**config.mk**
```make
export PLATFORM = sky130hd
export DESIGN_NAME = nmea_sentence_framer_core_flat
export DESIGN_NICKNAME = d
export VERILOG_FILES = /design/src/sv/nsf_pkg.sv /design/src/sv/nsf_if.sv /design/src/sv/nmea_sentence_framer_core.sv /design/src/flat_wrapper.sv
export SDC_FILE = /design/constraint.sdc
export NUM_CORES = 1
export LEC_CHECK = 0
export BUFFER_PORTS_ARGS = -buffer_cell sky130_fd_sc_hd__buf_2
export CAP_MARGIN = 20
export CORE_UTILIZATION = 51
export CTS_CLUSTER_SIZE = 10
export DETAILED_ROUTE_END_ITERATION = 8
export MAX_ROUTING_LAYER = met4
export PLACE_DENSITY = 0.71
export SYNTH_ARGS = -nofsm -noshare
export SYNTH_HDL_FRONTEND = slang
export SYNTH_SLANG_ARGS = --single-unit
export TNS_END_PERCENT = 1
```
**constraint.sdc**
```tcl
create_clock -name clk -period 6.65 [get_ports clk]
set_input_delay 0.3325 -clock clk [delete_from_list [all_inputs] [get_ports clk]]
set_output_delay 0.3325 -clock clk [all_outputs]
set_load 0.05 [all_outputs]
```
**src/sv/nsf_pkg.sv**
```systemverilog
`timescale 1ns / 1ps
package nsf_pkg;

  // Sentence limits.
  localparam int MAX_SENTENCE_LEN = 81;
  localparam int MAX_ADDRESS_LEN  = 10;

  // Only the first five address letters can ever select a named kind.
  localparam int ADDR_KEEP   = 5;
  localparam int NUM_KINDS   = 6;
  localparam int LEN_W       = 7;
  localparam int ADDR_CNT_W  = 4;
  localparam int KIND_W      = 3;

  // Characters of interest.
  localparam logic [7:0] CH_DOLLAR = 8'h24;
  localparam logic [7:0] CH_STAR   = 8'h2A;
  localparam logic [7:0] CH_COMMA  = 8'h2C;
  localparam logic [7:0] CH_CR     = 8'h0D;
  localparam logic [7:0] CH_LF     = 8'h0A;
  localparam logic [7:0] CH_ZERO   = 8'h30;
  localparam logic [7:0] CH_NINE   = 8'h39;
  localparam logic [7:0] CH_UP_A   = 8'h41;
  localparam logic [7:0] CH_UP_F   = 8'h46;
  localparam logic [7:0] CH_UP_Z   = 8'h5A;

  // Sentence kinds.
  localparam logic [KIND_W-1:0] KIND_GGA   = 3'd0;
  localparam logic [KIND_W-1:0] KIND_GSA   = 3'd1;
  localparam logic [KIND_W-1:0] KIND_GSV   = 3'd2;
  localparam logic [KIND_W-1:0] KIND_RMB   = 3'd3;
  localparam logic [KIND_W-1:0] KIND_RMC   = 3'd4;
  localparam logic [KIND_W-1:0] KIND_ZDA   = 3'd5;
  localparam logic [KIND_W-1:0] KIND_OTHER = 3'd6;

  typedef enum logic [2:0] {
    PH_HUNT,
    PH_ADDR,
    PH_DATA,
    PH_HEX1,
    PH_HEX2,
    PH_END
  } phase_t;

  typedef logic [ADDR_KEEP-1:0][7:0] addr_chars_t;

  // Address names, first letter in element 0.
  localparam addr_chars_t KIND_NAMES [NUM_KINDS] = '{
    '{8'h41, 8'h47, 8'h47, 8'h50, 8'h47},
    '{8'h41, 8'h53, 8'h47, 8'h50, 8'h47},
    '{8'h56, 8'h53, 8'h47, 8'h50, 8'h47},
    '{8'h42, 8'h4D, 8'h52, 8'h50, 8'h47},
    '{8'h43, 8'h4D, 8'h52, 8'h50, 8'h47},
    '{8'h41, 8'h44, 8'h5A, 8'h50, 8'h47}
  };

  function automatic logic is_upper_hex(input logic [7:0] c);
    return (c inside {[CH_ZERO:CH_NINE], [CH_UP_A:CH_UP_F]});
  endfunction

  function automatic logic [3:0] hex_value(input logic [7:0] c);
    logic [7:0] v;
    if (c <= CH_NINE) begin
      v = c - CH_ZERO;
    end else begin
      v = c - CH_UP_A + 8'd10;
    end
    return v[3:0];
  endfunction

  // Kind lookup: a named kind needs exactly five matching letters.
  function automatic logic [KIND_W-1:0] kind_of(input addr_chars_t chars,
                                                input logic [ADDR_CNT_W-1:0] cnt);
    logic [KIND_W-1:0] k;
    k = KIND_OTHER;
    if (cnt == ADDR_CNT_W'(ADDR_KEEP)) begin
      for (int i = NUM_KINDS - 1; i >= 0; i--) begin
        if (chars == KIND_NAMES[i]) begin
          k = KIND_W'(i);
        end
      end
    end
    return k;
  endfunction

endpackage

```
**src/sv/nsf_if.sv**
```systemverilog
`timescale 1ns / 1ps
interface nsf_rx_if import nsf_pkg::*; ();
  logic       valid;
  logic       ready;
  logic [7:0] rx_byte;

  modport source (output valid, output rx_byte, input ready);
  modport sink (input valid, input rx_byte, output ready);
endinterface

interface nsf_res_if import nsf_pkg::*; ();
  logic              valid;
  logic              ready;
  logic [KIND_W-1:0] sentence_kind;
  logic [LEN_W-1:0]  sentence_length;
  logic              checksum_verified;

  modport source (output valid, output sentence_kind, output sentence_length,
                  output checksum_verified, input ready);
  modport sink (input valid, input sentence_kind, input sentence_length,
                input checksum_verified, output ready);
endinterface

```
**src/sv/nmea_sentence_framer_core.sv**
```systemverilog
`timescale 1ns / 1ps
// NMEA 0183 sentence framer.
// The rx channel carries one received character per word. The framer hunts
// for a dollar sign, collects the address up to the comma, keeps a running
// XOR and checks the optional two-digit checksum after the star. A carriage
// return closes a sentence and yields one word on res with the sentence kind,
// whether a checksum was checked and the length: characters after the dollar
// sign through the CR, less line feeds that follow the checksum or a line feed.
// Throughput is one character per cycle while rx is ready. A result appears on
// res in the cycle after the carriage return is accepted; all parsing is done by
// the logic between the parser state registers and the single result register.
// When the receiver stalls, the result register holds its word and rx stays
// ready only while that register is empty or being taken in the same cycle.
// A stall therefore holds back at most one sentence end.
// Synchronous reset returns the parser to hunting for a dollar sign and
// empties the result register; the stored address letters are not cleared.
module nmea_sentence_framer_core import nsf_pkg::*; (
  input logic      clk,
  input logic      rst,
  nsf_rx_if.sink   rx,
  nsf_res_if.source res
);

  phase_t                phase, phase_next;
  logic [7:0]            running_xor, running_xor_next;
  addr_chars_t           address_chars;
  logic [ADDR_CNT_W-1:0] address_count, address_count_next;
  logic [LEN_W-1:0]      char_count, char_count_next;
  logic [3:0]            high_hex_digit, high_hex_digit_next;
  logic                  had_checksum, had_checksum_next;
  logic                  addr_we;
  logic                  emit;
  logic                  accept;
  logic                  full;
  logic [7:0]            c;

  assign c      = rx.rx_byte;
  assign full   = (char_count >= LEN_W'(MAX_SENTENCE_LEN - 1));
  assign accept = rx.valid && rx.ready;
  assign rx.ready = !res.valid || res.ready;

  // Next-state logic of the parser.
  always_comb begin
    phase_next          = phase;
    running_xor_next    = running_xor;
    address_count_next  = address_count;
    char_count_next     = char_count;
    high_hex_digit_next = high_hex_digit;
    had_checksum_next   = had_checksum;
    addr_we             = 1'b0;
    case (phase)
      PH_HUNT: begin
        if (c == CH_DOLLAR) begin
          address_count_next = '0;
          char_count_next    = '0;
          running_xor_next   = '0;
          had_checksum_next  = 1'b0;
          phase_next         = PH_ADDR;
        end
      end
      PH_ADDR: begin
        if (full) begin
          phase_next = PH_HUNT;
        end else begin
          char_count_next  = char_count + 1'b1;
          running_xor_next = running_xor ^ c;
          if (c == CH_COMMA) begin
            phase_next = PH_DATA;
          end else if (address_count >= ADDR_CNT_W'(MAX_ADDRESS_LEN - 1) ||
                       !(c inside {[CH_UP_A:CH_UP_Z]})) begin
            phase_next = PH_HUNT;
          end else begin
            addr_we            = (address_count < ADDR_CNT_W'(ADDR_KEEP));
            address_count_next = address_count + 1'b1;
          end
        end
      end
      PH_DATA: begin
        if (full) begin
          phase_next = PH_HUNT;
        end else begin
          char_count_next = char_count + 1'b1;
          if (c == CH_STAR) begin
            phase_next = PH_HEX1;
          end else if (c == CH_LF) begin
            phase_next = PH_END;
          end else if (c == CH_CR) begin
            phase_next = PH_HUNT;
          end else begin
            running_xor_next = running_xor ^ c;
          end
        end
      end
      PH_HEX1: begin
        if (full || !is_upper_hex(c)) begin
          phase_next = PH_HUNT;
        end else begin
          char_count_next     = char_count + 1'b1;
          high_hex_digit_next = hex_value(c);
          phase_next          = PH_HEX2;
        end
      end
      PH_HEX2: begin
        if (full || !is_upper_hex(c)) begin
          phase_next = PH_HUNT;
        end else begin
          char_count_next = char_count + 1'b1;
          if ({high_hex_digit, hex_value(c)} == running_xor) begin
            had_checksum_next = 1'b1;
            phase_next        = PH_END;
          end else begin
            phase_next = PH_HUNT;
          end
        end
      end
      PH_END: begin
        if (full || (c != CH_LF && c != CH_CR)) begin
          phase_next = PH_HUNT;
        end else if (c == CH_CR) begin
          char_count_next = char_count + 1'b1;
          phase_next      = PH_HUNT;
        end
      end
      default: begin
        phase_next = PH_HUNT;
      end
    endcase
  end

  // A sentence ends on a CR in the data part or after a checksum or line feed.
  always_comb begin
    case (phase)
      PH_DATA, PH_END: emit = !full && (c == CH_CR);
      default:         emit = 1'b0;
    endcase
  end

  // Parser state registers.
  always_ff @(posedge clk) begin
    if (rst) begin
      phase          <= PH_HUNT;
      running_xor    <= '0;
      address_count  <= '0;
      char_count     <= '0;
      high_hex_digit <= '0;
      had_checksum   <= 1'b0;
    end else if (accept) begin
      phase          <= phase_next;
      running_xor    <= running_xor_next;
      address_count  <= address_count_next;
      char_count     <= char_count_next;
      high_hex_digit <= high_hex_digit_next;
      had_checksum   <= had_checksum_next;
    end
  end

  // Address letters kept for the kind lookup.
  always_ff @(posedge clk) begin
    if (accept && addr_we) begin
      address_chars[address_count[$clog2(ADDR_KEEP)-1:0]] <= c;
    end
  end

  // Result register valid flag.
  always_ff @(posedge clk) begin
    if (rst) begin
      res.valid <= 1'b0;
    end else if (accept && emit) begin
      res.valid <= 1'b1;
    end else if (res.ready) begin
      res.valid <= 1'b0;
    end
  end

  // Result register payload.
  always_ff @(posedge clk) begin
    if (accept && emit) begin
      res.sentence_kind     <= kind_of(address_chars, address_count);
      res.sentence_length   <= char_count + 1'b1;
      res.checksum_verified <= had_checksum;
    end
  end

  // The length counter never passes the sentence limit.
  assert property (@(posedge clk) disable iff (rst)
    char_count <= LEN_W'(MAX_SENTENCE_LEN - 1))
    else $error("character count beyond sentence limit");

  // A sentence end always loads a result with a nonzero length.
  assert property (@(posedge clk) disable iff (rst)
    accept && emit |=> res.valid && res.sentence_length != '0)
    else $error("sentence end did not load a result");

  // A checked sentence holds at least a comma, star, two digits and a CR.
  assert property (@(posedge clk) disable iff (rst)
    res.valid && res.checksum_verified |-> res.sentence_length >= LEN_W'(5))
    else $error("checked sentence too short");

  // No character is taken while an untaken result waits.
  assert property (@(posedge clk) disable iff (rst)
    res.valid && !res.ready |-> !rx.ready)
    else $error("input taken while result stalled");

endmodule

```
**src/flat_wrapper.sv**
```systemverilog
// flat-port wrapper written by rule: the top's interface ports become plain ports
module nmea_sentence_framer_core_flat import nsf_pkg::*;
  (clk, rst, rx_valid, rx_rx_byte, rx_ready, res_valid, res_sentence_kind, res_sentence_length, res_checksum_verified, res_ready);
  nsf_rx_if rx_i ();
  nsf_res_if res_i ();
  input logic clk;
  input logic rst;
  input wire logic [$bits(rx_i.valid)-1:0] rx_valid;
  input wire logic [$bits(rx_i.rx_byte)-1:0] rx_rx_byte;
  output wire logic [$bits(rx_i.ready)-1:0] rx_ready;
  output wire logic [$bits(res_i.valid)-1:0] res_valid;
  output wire logic [$bits(res_i.sentence_kind)-1:0] res_sentence_kind;
  output wire logic [$bits(res_i.sentence_length)-1:0] res_sentence_length;
  output wire logic [$bits(res_i.checksum_verified)-1:0] res_checksum_verified;
  input wire logic [$bits(res_i.ready)-1:0] res_ready;
  assign rx_i.valid = rx_valid;
  assign rx_i.rx_byte = rx_rx_byte;
  assign rx_ready = rx_i.ready;
  assign res_valid = res_i.valid;
  assign res_sentence_kind = res_i.sentence_kind;
  assign res_sentence_length = res_i.sentence_length;
  assign res_checksum_verified = res_i.checksum_verified;
  assign res_i.ready = res_ready;
  nmea_sentence_framer_core u_core (.clk(clk), .rst(rst), .rx(rx_i), .res(res_i));
endmodule
```
==> run metrics <==
syn nets=385; total grt overflow=0; HP Class=in -> reg; die footprint=8070 um^2; worst slew pin tran=1.06 ns; setup TNS=0 ns; Ant. Diodes=0; Die H=89.9 um; r2r startpoint=u_core.address_count[1]; filler cell count=634; Post-Route WL=8290 um; cells after synthesis=364; Vias/cell=5.88; CP endpoint=u_core.address_chars[6]; Final Hold Fails=0; Finish-stage setup viols=0; Max Cap Violations=0; worst setup margin=3.34 ns; worst-case register-to-register setup slack=3.34 ns; Layout Nets=407; Mapped Area=3940 um^2; H-tree depth=3; YS warnings=0; Final Max Tran Viols=0; ANT nets after route=0; fin area=4320 um^2; Critical Path Sink Type=flip-flop; dpl hpwl=5600 um; largest net degree at the start of global routing=21; asr flop ratio synth=0; CP Data Required Time=6.61 ns; Syn Area/Cell=10.8 um^2; first-pass detailed-route iteration total=4; Core ar.=7370 um^2; clk_skew=0.0135 ns; Post-CTS Setup Inserts=0; Max Buffers Root-to-Sink=2; TritonCTS clock tree=yes; clk root buf=clkbuf_8; Power Density=214 nW/um^2; #FFs+latches synth=79; Lkg Pwr=1.45 nW; CTS Hold Bufs=0; Reg clk slew, reported paths=0.09 ns; global-route wire length before repair=13,800 um; Setup crit start=u_core.address_count[1]; register area share after synthesis=0.531; antenna violations before repair=0; gr usage total=0.222; WL per Instance=16.9 um; Cell Count Post-Placement=473; DRC=0; Die W=89.9 um; synth unique cells=68; TritonCTS Sinks=79; Post-synth EDFFs=51; initial core utilization=0.534; Startpoint Class=flip-flop; Tcrit/Tclk final=0.497; I/O Pins=25; crit-path max FO=8; worst vdd ir=0.000128 V; ratio of cells with drive above 1 in the final layout=0.146; final hold slack=0.321 ns; Cell Rows=31; Reg-to-Reg End=u_core.address_chars[6]; Tmin final=3.31 ns; 1st-iter DRT viols=180; vias in the first global route=2,735; Final Util=0.586; worst reg-to-reg path cell count=8; Critical Path AT=3.26 ns; I/O Buffers=24; RSZ-0062 raised after global routing=no; outcome=completed; CTS resizes=0; worst-skew pair later-pin latency=0.34 ns; Tot Pwr=0.923 mW; post-layout instance count excluding filler cells=490; gpl congestion=0.880; area grow syn2layout=9.66%; slew margin rel.=0.291; cts bufs inserted=9; vias=2,882; CP Class=reg -> reg; fmax=0.302 GHz; Place WS=3.33 ns; Post-synth top flop=edfxtp_1; critical hold path startpoint=res_ready; dpl cell area=4110 um^2
[layout by cell type (no fill, tap or decap), types with 4 or more instances in the layout]
| cell | n |
|---|---|
| nand3_1 | 13 |
| nand2b_1 | 8 |
| nor2b_1 | 4 |
| nor2_1 | 29 |
| nor4b_1 | 7 |
| dfxtp_1 | 28 |
| a21oi_1 | 13 |
| buf_2 | 24 |
| nor3_1 | 14 |
| o21ai_0 | 14 |
| inv_1 | 12 |
| edfxtp_1 | 51 |
| mux2i_1 | 4 |
| and3_1 | 13 |
| nand2_1 | 34 |
| ha_1 | 9 |
| xnor2_1 | 12 |
| clkbuf_8 | 9 |
| a31o_2 | 5 |
| o211ai_1 | 4 |
| nand4_1 | 10 |
[Yosys cell counts (4+ instances only)]
cell type  count  area (um^2)
a21oi_1       13         65.1
o21ai_0       14         70.1
ha_1           9          113
xnor2_1       12          105
o211ai_1       4         30.0
nand3_1       13         65.1
nand2b_1       8         50.1
nor2_1        29          109
and3_1        13         81.3
nand2_1       34          128
buf_2          5         25.0
dfxtp_1       28          561
nor2b_1        4         25.0
a31o_2         5         43.8
nor3_1        14         70.1
nand4_1       10         62.6
inv_1         12         45.0
nor4b_1        7         61.3
edfxtp_1      51         1530
clkbuf_1       6         22.5
mux2i_1        4         40.0
[worst min-delay path by stage]
| stage | end | depth (start not counted) |
|---|---|---|
| after global routing | u_core.res.valid | 3 |
| final | u_core.res.valid | 3 |
| after detailed placement | u_core.res.checksum_verified | 0 |
| after floorplan | u_core.res.checksum_verified | 0 |
| after global placement | u_core.res.checksum_verified | 0 |
| after CTS | u_core.res.valid | 3 |
[logic make-up after synthesis]
kind of cell | share of synthesized area
XOR/XNOR | 0.0334
AND/OR/NAND/NOR | 0.225
AO/OA/AOI/OAI | 0.137
multiplexers | 0.0159
buffers and inverters | 0.0283
flip-flops | 0.531
adder cells (fa/ha/maj) | 0.0286
[state kept, by name (all words and copies together) (netlist names)]
name	flops
u_core.res.checksum_verified	1
u_core.res.sentence_length	7
u_core.address_count	4
u_core.phase	3
u_core.res.valid	1
u_core.res.sentence_kind	3
u_core.address_chars	40
u_core.had_checksum	1
u_core.high_hex_digit	4
u_core.char_count	7
u_core.running_xor	8
[final cells by class]
| class | count | area [um^2] | share of cell area |
|---|---|---|---|
| Inverter | 12 | 45.0 | 0.0104 |
| Multi-Input combinational cell | 259 | 1730 | 0.401 |
| Clock buffer | 9 | 124 | 0.0287 |
| Timing Repair Buffer | 25 | 128 | 0.0296 |
| Tap cell | 99 | 124 | 0.0287 |
| Sequential cell | 79 | 2090 | 0.485 |
| Clock inverter | 7 | 71.3 | 0.0165 |
[worst max-delay path, stage by stage, from the launching register on]
cell and delay (ns):
dfxtp_1 0.45, inv_1 0.13, ha_1 0.20, or3b_1 0.36, a22oi_1 0.19, o211ai_1 0.24, nor3_1 0.36, nand2_1 0.16
nor3_1 0.83
[report_power, final]
group	leakage, nW	switching (mW)	internal, mW	total, mW
clock network	0.0933	0.177	0.173	0.350
registers	0.691	0.00152	0.520	0.522
logic	0.667	0.0348	0.0162	0.0510
[layer usage]
metal	GRT usage	share of wire	wire length [um]
met5	-	0	0
met4	0.0605	0.011	88
met3	0.0381	0.044	364
met2	0.356	0.48	3990
met1	0.294	0.46	3850
Power figures use the tool's default switching activity.
